### src/hdl/slea_pkg.sv
// Shared widths, command codes and defaults for the sound level envelope averager.
package slea_pkg;

    localparam int CMD_W    = 2;
    localparam int SAMPLE_W = 10;
    localparam int LEVEL_W  = 11;

    localparam logic [CMD_W-1:0] CMD_BEGIN   = 2'd0;
    localparam logic [CMD_W-1:0] CMD_CALIB   = 2'd1;
    localparam logic [CMD_W-1:0] CMD_MEASURE = 2'd2;

    localparam logic [LEVEL_W-1:0] OFFSET_BIAS = 11'd100;
    localparam logic [LEVEL_W-1:0] LEVEL_MAX   = 11'd1123;

    localparam int WINDOW_LEN_DEF    = 15;
    localparam int CALIB_SAMPLES_DEF = 10;

endpackage

### src/hdl/slea_cdiv.sv
// Truncating division by a constant through a multiply by a rounded-up reciprocal.
module slea_cdiv #(
    parameter int XW      = 16,
    parameter int DIVISOR = 9,
    parameter int QW      = 10
) (
    input  logic [XW-1:0] x,
    output logic [QW-1:0] q
);

    localparam int SH = XW + $clog2(DIVISOR);
    localparam int PW = 2 * XW + 1;
    localparam longint unsigned MULT_L =
        ((64'd1 << SH) + longint'(DIVISOR) - 64'd1) / longint'(DIVISOR);
    localparam logic [XW:0] MULT = MULT_L[XW:0];

    logic [PW-1:0] prod;

    assign prod = PW'(x) * PW'(MULT);
    assign q    = prod[SH +: QW];

endmodule

### src/hdl/slea_window.sv
// Sliding window of rectified samples as a parallel shift line with a running sum.
module slea_window
    import slea_pkg::*;
#(
    parameter int WINDOW_LEN = WINDOW_LEN_DEF,
    parameter int SUM_W      = 15
) (
    input  logic               clk,
    input  logic               rst_n,
    input  logic               push,
    input  logic [LEVEL_W-1:0] rect,
    output logic [SUM_W-1:0]   sum
);

    logic [LEVEL_W-1:0] tap_reg [WINDOW_LEN];
    logic [SUM_W-1:0]   sum_reg;
    logic [SUM_W-1:0]   sum_next;

    // drop the oldest entry, add the newest
    always_comb
    begin
        sum_next = sum_reg - SUM_W'(tap_reg[WINDOW_LEN-1]) + SUM_W'(rect);
    end

    always_ff @(posedge clk or negedge rst_n)
    begin
        if (!rst_n)
        begin
            for (int i = 0; i < WINDOW_LEN; i++)
            begin
                tap_reg[i] <= '0;
            end
            sum_reg <= '0;
        end
        else if (push)
        begin
            tap_reg[0] <= rect;
            for (int i = 1; i < WINDOW_LEN; i++)
            begin
                tap_reg[i] <= tap_reg[i-1];
            end
            sum_reg <= sum_next;
        end
    end

    assign sum = sum_reg;

endmodule

### src/hdl/sound_level_envelope_averager_top.sv
// Top level of the sound level envelope averager: calibration, rectify, window and output stage.
//
//  channel  | handshake             | payload
//  ---------+-----------------------+------------------------------
//  request  | req_valid / req_stall | command[1:0], sample[9:0]
//  response | rsp_valid / rsp_stall | level[10:0]
//
// One item per clock while req_stall is low. A measurement item right after the final
// calibration item waits in the input register while the offset divider (multiply by
// reciprocal of CALIB_SAMPLES-1) runs. A level passes the window and result registers.
// Reset clears valids, calibration and window at once, not data registers; no clearing pass.
// rsp_stall holds the result register and backs up through the window stage to req_stall.
module sound_level_envelope_averager_top
    import slea_pkg::*;
#(
    parameter int WINDOW_LEN    = WINDOW_LEN_DEF,
    parameter int CALIB_SAMPLES = CALIB_SAMPLES_DEF
) (
    input  logic                clk,
    input  logic                rst_n,
    input  logic                req_valid,
    output logic                req_stall,
    input  logic [CMD_W-1:0]    command,
    input  logic [SAMPLE_W-1:0] sample,
    output logic                rsp_valid,
    input  logic                rsp_stall,
    output logic [LEVEL_W-1:0]  level
);

    localparam int CALIB_DIV = CALIB_SAMPLES - 1;
    localparam int CNT_W     = $clog2(CALIB_SAMPLES);
    localparam int CSUM_W    = $clog2(CALIB_DIV * ((1 << SAMPLE_W) - 1) + 1);
    localparam int SUM_W     = $clog2(WINDOW_LEN * ((1 << LEVEL_W) - 1) + 1);
    localparam logic [CNT_W-1:0] CALIB_LAST = CNT_W'(CALIB_DIV);

    logic                s0_valid_reg;
    logic [CMD_W-1:0]    cmd_reg;
    logic [SAMPLE_W-1:0] sample_reg;
    logic                s1_valid_reg;
    logic                s1_valid_next;
    logic                out_valid_reg;
    logic                out_valid_next;
    logic [LEVEL_W-1:0]  level_reg;

    logic [CSUM_W-1:0]   calib_sum_reg;
    logic [CSUM_W-1:0]   calib_sum_next;
    logic [CNT_W-1:0]    calib_cnt_reg;
    logic [CNT_W-1:0]    calib_cnt_next;
    logic                calib_pend_reg;
    logic                calib_pend_next;
    logic [LEVEL_W-1:0]  offset_reg;
    logic [LEVEL_W-1:0]  offset_next;

    logic                s0_is_meas;
    logic                s1_busy;
    logic                s0_hold;
    logic                s0_fire;
    logic                meas_fire;
    logic                s1_adv;
    logic [LEVEL_W-1:0]  sample_ext;
    logic [LEVEL_W-1:0]  rect;
    logic [SAMPLE_W-1:0] cal_quo;
    logic [SUM_W-1:0]    window_sum;
    logic [LEVEL_W-1:0]  lvl_quo;

    assign s0_is_meas = (cmd_reg == CMD_MEASURE);
    assign s1_busy    = s1_valid_reg & out_valid_reg & rsp_stall;
    assign s0_hold    = s0_valid_reg & s0_is_meas & (calib_pend_reg | s1_busy);
    assign s0_fire    = s0_valid_reg & ~s0_hold;
    assign meas_fire  = s0_fire & s0_is_meas;
    assign s1_adv     = s1_valid_reg & ~(out_valid_reg & rsp_stall);
    assign req_stall  = s0_hold;

    // input register
    always_ff @(posedge clk or negedge rst_n)
    begin
        if (!rst_n)
        begin
            s0_valid_reg <= 1'b0;
        end
        else
        begin
            s0_valid_reg <= s0_hold | req_valid;
        end
    end

    always_ff @(posedge clk)
    begin
        if (req_valid && !req_stall)
        begin
            cmd_reg    <= command;
            sample_reg <= sample;
        end
    end

    // calibration
    slea_cdiv #(
        .XW      (CSUM_W),
        .DIVISOR (CALIB_DIV),
        .QW      (SAMPLE_W)
    ) u_cal_div (
        .x (calib_sum_reg),
        .q (cal_quo)
    );

    always_comb
    begin
        calib_sum_next  = calib_sum_reg;
        calib_cnt_next  = calib_cnt_reg;
        calib_pend_next = 1'b0;
        offset_next     = calib_pend_reg ? (LEVEL_W'(cal_quo) + OFFSET_BIAS) : offset_reg;
        if (s0_fire)
        begin
            case (cmd_reg)
                CMD_BEGIN:
                begin
                    calib_sum_next = '0;
                    calib_cnt_next = '0;
                end
                CMD_CALIB:
                begin
                    if (calib_cnt_reg < CALIB_LAST)
                    begin
                        calib_sum_next  = calib_sum_reg + CSUM_W'(sample_reg);
                        calib_cnt_next  = calib_cnt_reg + CNT_W'(1);
                        calib_pend_next = (calib_cnt_next == CALIB_LAST);
                    end
                end
                CMD_MEASURE:
                begin
                end
                default:
                begin
                end
            endcase
        end
    end

    always_ff @(posedge clk or negedge rst_n)
    begin
        if (!rst_n)
        begin
            calib_sum_reg  <= '0;
            calib_cnt_reg  <= '0;
            calib_pend_reg <= 1'b0;
            offset_reg     <= '0;
        end
        else
        begin
            calib_sum_reg  <= calib_sum_next;
            calib_cnt_reg  <= calib_cnt_next;
            calib_pend_reg <= calib_pend_next;
            offset_reg     <= offset_next;
        end
    end

    // rectify and push into the window
    assign sample_ext = LEVEL_W'(sample_reg);
    assign rect       = (sample_ext >= offset_reg) ? (sample_ext - offset_reg)
                                                   : (offset_reg - sample_ext);

    slea_window #(
        .WINDOW_LEN (WINDOW_LEN),
        .SUM_W      (SUM_W)
    ) u_window (
        .clk   (clk),
        .rst_n (rst_n),
        .push  (meas_fire),
        .rect  (rect),
        .sum   (window_sum)
    );

    // average and result register
    slea_cdiv #(
        .XW      (SUM_W),
        .DIVISOR (WINDOW_LEN),
        .QW      (LEVEL_W)
    ) u_lvl_div (
        .x (window_sum),
        .q (lvl_quo)
    );

    assign s1_valid_next  = meas_fire | (s1_valid_reg & ~s1_adv);
    assign out_valid_next = s1_adv | (out_valid_reg & rsp_stall);

    always_ff @(posedge clk or negedge rst_n)
    begin
        if (!rst_n)
        begin
            s1_valid_reg  <= 1'b0;
            out_valid_reg <= 1'b0;
        end
        else
        begin
            s1_valid_reg  <= s1_valid_next;
            out_valid_reg <= out_valid_next;
        end
    end

    always_ff @(posedge clk)
    begin
        if (s1_adv)
        begin
            level_reg <= lvl_quo;
        end
    end

    assign rsp_valid = out_valid_reg;
    assign level     = level_reg;

endmodule

### config.mk
export PLATFORM = sky130hd
export DESIGN_NAME = sound_level_envelope_averager_top
export DESIGN_NICKNAME = d
export VERILOG_FILES = /design/src/hdl/slea_pkg.sv /design/src/hdl/slea_cdiv.sv /design/src/hdl/slea_window.sv /design/src/hdl/sound_level_envelope_averager_top.sv
export SDC_FILE = /design/constraint.sdc
export NUM_CORES = 1
export LEC_CHECK = 0
export BUFFER_PORTS_ARGS = -buffer_cell sky130_fd_sc_hd__buf_2
export CAP_MARGIN = 30
export CORE_MARGIN = 3
export CORE_UTILIZATION = 60
export CTS_BUF_LIST = sky130_fd_sc_hd__clkbuf_2 sky130_fd_sc_hd__clkbuf_4 sky130_fd_sc_hd__clkbuf_8
export DETAILED_ROUTE_END_ITERATION = 7
export GPL_TIMING_DRIVEN = 1
export PLACE_DENSITY = 0.8
export SYNTH_ARGS = -nofsm -noshare
export SYNTH_HDL_FRONTEND = slang
export SYNTH_SLANG_ARGS = --single-unit
### constraint.sdc
create_clock -name clk -period 5.3 [get_ports clk]
set_input_delay 0.795 -clock clk [delete_from_list [all_inputs] [get_ports clk]]
set_output_delay 0.795 -clock clk [all_outputs]
set_load 0.02 [all_outputs]
==> results of run 1 <==
==> logic make-up (layout without fill, tap and decap cells) <==
logic type,Yosys count,count (layout),share of synthesized area (%)
buffers and inverters,253,382,6.14
xor gates and xnor gates,63,63,3.61
muxes,21,21,1.46
adders and majority gates,278,278,26.0
DFF,236,236,38.9
AOI/OAI and AO/OA,195,195,8.19
and+or+nand+nor,603,603,15.7
==> how the worst max path moves through the flow <==
stage,to,slack [ps],from,depth (start not counted)
6_report,offset_reg[7],-150,calib_sum_reg[5],21
3_5_place_dp,offset_reg[8],-260,calib_sum_reg[3],26
2_1_floorplan,offset_reg[8],20,calib_sum_reg[3],24
3_3_place_gp,offset_reg[8],-100,calib_sum_reg[5],24
4_1_cts,offset_reg[8],-180,calib_sum_reg[5],23
5_1_grt,offset_reg[6],-430,calib_sum_reg[3],27
==> worst register-to-register path, stage by stage (launching register included) <==
cell and delay [ps]:
dfrtp_2 430, fa_1 480, ha_1 340, inv_2 50, fa_1 530, inv_1 50, fa_1 470, fa_1 540
ha_4 220, a21oi_2 140, buf_4 120, a41oi_2 120, a21o_1 170, o31a_1 130, buf_4 150, buf_4 130
a211o_4 360, a21oi_4 150, xor2_2 260, nand2_1 110, xnor2_1 130, mux2_2 270
==> synthesized netlist by cell type (10+ instances only) <==
cell type  number
nand2_1       497
dfrtp_1       213
inv_1         208
ha_1          205
fa_1           73
a21oi_1        49
o21ai_0        48
clkbuf_1       40
xnor2_1        40
nor2_1         33
edfxtp_1       23
xor2_1         22
nand3_1        19
a21o_1         18
mux2_2         12
o21bai_1       10
==> cell type report <==
type                       instances  area (um^2)
fill                            1931         7670
clock buffer                      57          697
timing repair buffer             107          763
inverter                         208          783
multi-input combinational       1160         8830
tap                              330          413
clock inverter                    10         73.8
sequential                       236         6030
==> repair_timing <==
action                                  CTS  global route
hold endpoints to repair                  0             0
endpoints found under the setup margin    5            14
resized for setup                         5            40
pin swaps                                11            10
hold buffers                              0             0
setup buffers                             8             1
==> placed cells by master (no fill, tap or decap), types with 5 or more instances in the layout <==
| cell type | netlist | final |
|---|---|---|
| a21o_1 | 18 | 18 |
| a21oi_1 | 49 | 39 |
| a21oi_2 | 2 | 10 |
| buf_2 | 0 | 27 |
| buf_4 | 0 | 78 |
| clkbuf_4 | 0 | 14 |
| clkbuf_8 | 0 | 43 |
| clkinv_1 | 0 | 6 |
| dfrtp_1 | 213 | 208 |
| dfrtp_2 | 0 | 5 |
| edfxtp_1 | 23 | 23 |
| fa_1 | 73 | 73 |
| ha_1 | 205 | 198 |
| ha_4 | 0 | 6 |
| inv_1 | 208 | 195 |
| inv_2 | 0 | 12 |
| mux2_2 | 12 | 11 |
| mux2i_1 | 9 | 7 |
| nand2_1 | 497 | 497 |
| nand2b_1 | 7 | 7 |
| nand3_1 | 19 | 16 |
| nand4_1 | 6 | 6 |
| nor2_1 | 33 | 33 |
| nor2b_1 | 7 | 5 |
| nor3_1 | 8 | 8 |
| o211ai_1 | 5 | 5 |
| o21a_1 | 7 | 7 |
| o21ai_0 | 48 | 47 |
| o21bai_1 | 10 | 10 |
| o31ai_1 | 6 | 6 |
| or2_2 | 5 | 5 |
| xnor2_1 | 40 | 33 |
| xnor2_2 | 0 | 7 |
| xor2_1 | 22 | 21 |
==> metal layers <==
layer / vias to the layer above / track usage (%)
li1: 5516 / -
met1: 5525 / 30.7
met2: 189 / 38.4
met3: 57 / 3.80
met4: 0 / 5.92
met5: - / 0
==> metrics by stage <==
step	hold slack (ps)	TNS [ps]	instances	instance area, um^2
final	358	-425	2108	17600
after global routing	410	-1930	2108	17600
after detailed placement	450	-946	2032	16500
after global placement	445	-247	2030	16500
after CTS	379	-699	2107	17400
after floorplan	435	0	1649	15600
==> results.yml, run 1 <==
floorplanning:
  rows: 58
  die_x_um: 167
  die_y_um: 167
  die_area_um2: 27800
  coreArea_um2: 25300
  io-pin-count: 29
  initial_utilization_pct: 61.3
logic_synthesis:
  synthTopCellsByArea: "dfrtp_1, ha_1, nand2_1"
  synth_edf_count: 23
  yosysTopAreaCellShare_pct: 34.4
  ys_seq_area_share_pct: 38.9
  synth.net_count: 1943
  synth-main-ff-cell: "dfrtp_1"
  yosysUniqueCellTypes: 65
  yosysWarnings: 0
  synth_top_area_cell: "dfrtp_1"
  synthesis.area_um2: 15500
  async_flop_share_pct: 90.3
  avgSynthCellArea_um2: 9.39
  ys_ff_latch: 236
  synthCells: 1649
routing:
  met1_length_um: 13900
  wl_um: 31000
  first_pass_iters: 5
  viasPerCell: 5.35
  wl_met3_um: 1270
  wl_per_cell_um: 14.7
  drc: 0
  first_iter_violations: 727
  highest_layer: "met4"
  dr_total_vias: 11300
  drt.antenna.violating_nets: 0
  wl_met2_um: 15300
global_routing:
  grt_pass1_wl_um: 53300
  grt_pass1_vias: 11600
  grt_overflow: 0
  grt_max_degree: 123
  antenna_found_initial: 0
  grt_usage_pct: 22.7
timing:
  drv_slew: 0
  slew_headroom_pct: 41.1
  fin_crit_sh_pct: 103
  hold_viol: 0
  fmax_mhz: 184
  layout_min_cycle_time_ps: 5450
  fin_worst_skew_ps: 22.7
  worst_pin_slew_ps: 883
  worst_slack_ps: -145
  setup_viol: 5
  rsz0062_at_grt: "yes"
cts:
  cts_tree: "built"
  cts-root-buf: "clkbuf_8"
  clock_latency_ps: 530
  cts_made_buffers: 40
  clock-sinks: 236
  cts_max_level: 2
  cts.clk_slew.worst_paths_ps: 60
  cts_buffer_depth: 3
critical_path:
  cp_max_fo: 4
  cp-start-kind: "register"
  cp_top_family: "adder cells"
  reg2reg_from: "calib_sum_reg[5]"
  crit_top_cell: "fa_1"
  crit_chain: "fa_1 > ha_1 > inv_2 > fa_1 > inv_1 > fa_1 > fa_1 > ha_4 > a21oi_2 > buf_4 > a41oi_2 > a21o_1 > o31a_1 > buf_4 > buf_4 > a211o_4 > a21oi_4 > xor2_2 > nand2_1 > xnor2_1 > mux2_2"
  reg2regPathDepth: 21
  cp_data_arrival_time_ps: 5870
  slowest_stage: "fa_1"
  end_kind: "register"
  crit_required_ps: 5720
  crit_type: "register to register"
  rrSetupSlack_ps: -150
  crit_buf_inv: 5
  max_stage_delay_ps: 540
  r2r_end: "offset_reg[7]"
finish:
  largest_reg_flops: 165
  drive_above_1_share_pct: 14.7
  fin_util_pct: 69.6
  nets: 2047
  syn2layout_area_growth_pct: 13.6
  diodes: 0
place:
  io_buffer_count: 28
  dp_slack_ps: -262
  gp_congestion: 0.890
  dp_hpwl_um: 23300
status:
  outcome: "finished, violations left"
  failed_checks: "setup timing"
run:
  max-cap-violations: 0
hold_path:
  hold_class: "input pin to asynchronous set/reset pin"
Power of run 1 is not shown: default switching activity piles up to over one toggle a cycle in this logic, so the estimate is an artifact.
==> run 2: changes to the inputs <==
--- a/config.mk
+++ b/config.mk
@@ -10,9 +10,11 @@
 export CORE_MARGIN = 3
 export CORE_UTILIZATION = 60
 export CTS_BUF_LIST = sky130_fd_sc_hd__clkbuf_2 sky130_fd_sc_hd__clkbuf_4 sky130_fd_sc_hd__clkbuf_8
+export CTS_CLUSTER_SIZE = 8
 export DETAILED_ROUTE_END_ITERATION = 7
 export GPL_TIMING_DRIVEN = 1
 export PLACE_DENSITY = 0.8
+export REMOVE_ABC_BUFFERS = 1
 export SYNTH_ARGS = -nofsm -noshare
 export SYNTH_HDL_FRONTEND = slang
 export SYNTH_SLANG_ARGS = --single-unit
==> run 2 against run 1 <==
Against the previous run: the run still ends with setup timing left; maximum frequency shrank 2.9%; register-to-register slack lost 160 ps; worst hold slack lost 5.4 ps; cell count grew 0.90%; sequential share of layout area shrank 0.62 points; core utilization grew 1.3 points; first-iteration DRC count grew 29%; setup slack lost 160 ps; clock skew grew 2.6 ps; sequential cell count is the same; count of clock-buffer cells in the layout grew 3; critical path depth grew 3; critical path type unchanged.
==> results.yml, run 2 (synthesis results as in run 1) <==
routing:
  highest_layer: "met4"
  drt.antenna.violating_nets: 0
  met1_length_um: 13800
  wl_per_cell_um: 15.9
  wl_met3_um: 1610
  dr_total_vias: 11500
  viasPerCell: 5.42
  drc: 0
  first_pass_iters: 6
  wl_um: 33700
  wl_met2_um: 17000
  first_iter_violations: 938
cts:
  cts-root-buf: "clkbuf_8"
  cts.clk_slew.worst_paths_ps: 60
  cts_max_level: 2
  cts_buffer_depth: 3
  clock_latency_ps: 580
  clock-sinks: 236
  cts_made_buffers: 41
  cts_tree: "built"
critical_path:
  crit_type: "register to register"
  crit_top_cell: "fa_1"
  max_stage_delay_ps: 580
  crit_buf_inv: 5
  end_kind: "register"
  cp_top_family: "adder cells"
  cp_max_fo: 5
  cp_data_arrival_time_ps: 6110
  crit_chain: "buf_4 > fa_2 > ha_4 > inv_1 > fa_1 > inv_1 > fa_1 > fa_1 > ha_4 > a21oi_4 > and2_4 > nand3_2 > o31a_1 > buf_6 > xor2_2 > ha_2 > nor2b_4 > o21ai_2 > o311ai_2 > nor3b_2 > buf_4 > xnor2_2 > nand2_1 > o21ai_1"
  reg2regPathDepth: 24
  cp.depth: 24
  slowest_stage: "fa_1"
  crit_required_ps: 5800
  cp-start-kind: "register"
place:
  gp_congestion: 0.936
  io_buffer_count: 28
  dp.cells: 2036
  dp_slack_ps: -596
  dp_hpwl_um: 24000
finish:
  nets: 2063
  final_common_cell: "nand2_1"
  diodes: 0
  largest_reg_flops: 165
  syn2layout_area_growth_pct: 15.7
  fillers: 1838
  drive_above_1_share_pct: 16.2
  finalNonFillerCells: 2127
  fin_util_pct: 70.9
  layout_common_cells: "nand2_1, dfrtp_1, ha_1, inv_1, buf_4"
timing:
  drv_slew: 0
  hold_viol: 0
  fmax_mhz: 178
  fin_crit_sh_pct: 106
  fin_worst_skew_ps: 25.2
  rsz0062_at_grt: "yes"
  setup_viol: 6
  slew_headroom_pct: 32.2
  hold_ws_ps: 353
  layout_min_cycle_time_ps: 5610
  worst_pin_slew_ps: 1020
  worst_slack_ps: -307
global_routing:
  grt_overflow: 0
  grt_usage_pct: 24.2
  antenna_found_initial: 0
  grt_pass1_vias: 12000
  grt_max_degree: 178
  grt_pass1_wl_um: 55700
status:
  outcome: "finished, violations left"
  failed_checks: "setup timing"
floorplanning:
  die_area_um2: 27800
  io-pin-count: 29
  die_y_um: 167
  initial_utilization_pct: 61.3
  coreArea_um2: 25300
  die_x_um: 167
  rows: 58
hold_path:
  hold_class: "input pin to asynchronous set/reset pin"
run:
  max-cap-violations: 0
==> run 2: per-layer routing <==
metal  vias up  GRT usage (%)
li1       5554              -
met4         0           9.68
met5         -              0
met2       283           42.3
met3       106           4.20
met1      5578           30.0
==> run 2: final timing paths <==
check	endpoint	slack [ps]	start
max in group asynchronous	u_window.tap_reg[136]	3740	rst_n
max reg2reg	offset_reg[6]	-310	calib_sum_reg[4]
min in group clk	cmd_reg[1]	390	command[1]
max	offset_reg[6]	-310	calib_sum_reg[4]
min	rsp_valid	350	rst_n
min reg2reg	u_window.tap_reg[93]	460	u_window.tap_reg[104]
==> run 2: worst register-to-register path: stages, from the launching register on <==
cell      delay [ps]
dfrtp_2          440
buf_4            150
fa_2             550
ha_4             140
inv_1             50
fa_1             500
inv_1             60
fa_1             480
fa_1             580
ha_4             250
a21oi_4          160
and2_4           170
nand3_2           80
o31a_1           310
buf_6            150
xor2_2           140
ha_2             210
nor2b_4          130
o21ai_2          160
o311ai_2         130
nor3b_2          280
buf_4            170
xnor2_2          100
nand2_1           60
o21ai_1          100
==> run 2: per-stage QoR <==
step / cell area (um^2) / setup TNS, ps
2_1_floorplan: 15300 / -672500
3_3_place_gp: 16400 / -1430
3_5_place_dp: 16500 / -2200
4_1_cts: 17600 / -733
5_1_grt: 17900 / -2680
6_report: 17900 / -1450
==> run 2: area by class of cell <==
class                      count  area (um^2)  share of cell area, %
clock buffer                  60          757                   4.23
clock inverter                11          101                  0.566
inverter                     208          783                   4.37
multi-input combinational   1160         8930                   49.9
sequential                   236         6030                   33.7
tap                          330          413                   2.31
timing repair buffer         122          896                   5.00
==> run 2: what timing repair did <==
action                                  CTS  global route
setup buffers                            10            11
endpoints found under the setup margin    7            14
hold buffers                              0             0
gates resized for setup                  48            44
pin swaps                                39            42
Power of run 2 is left out for the same reason.
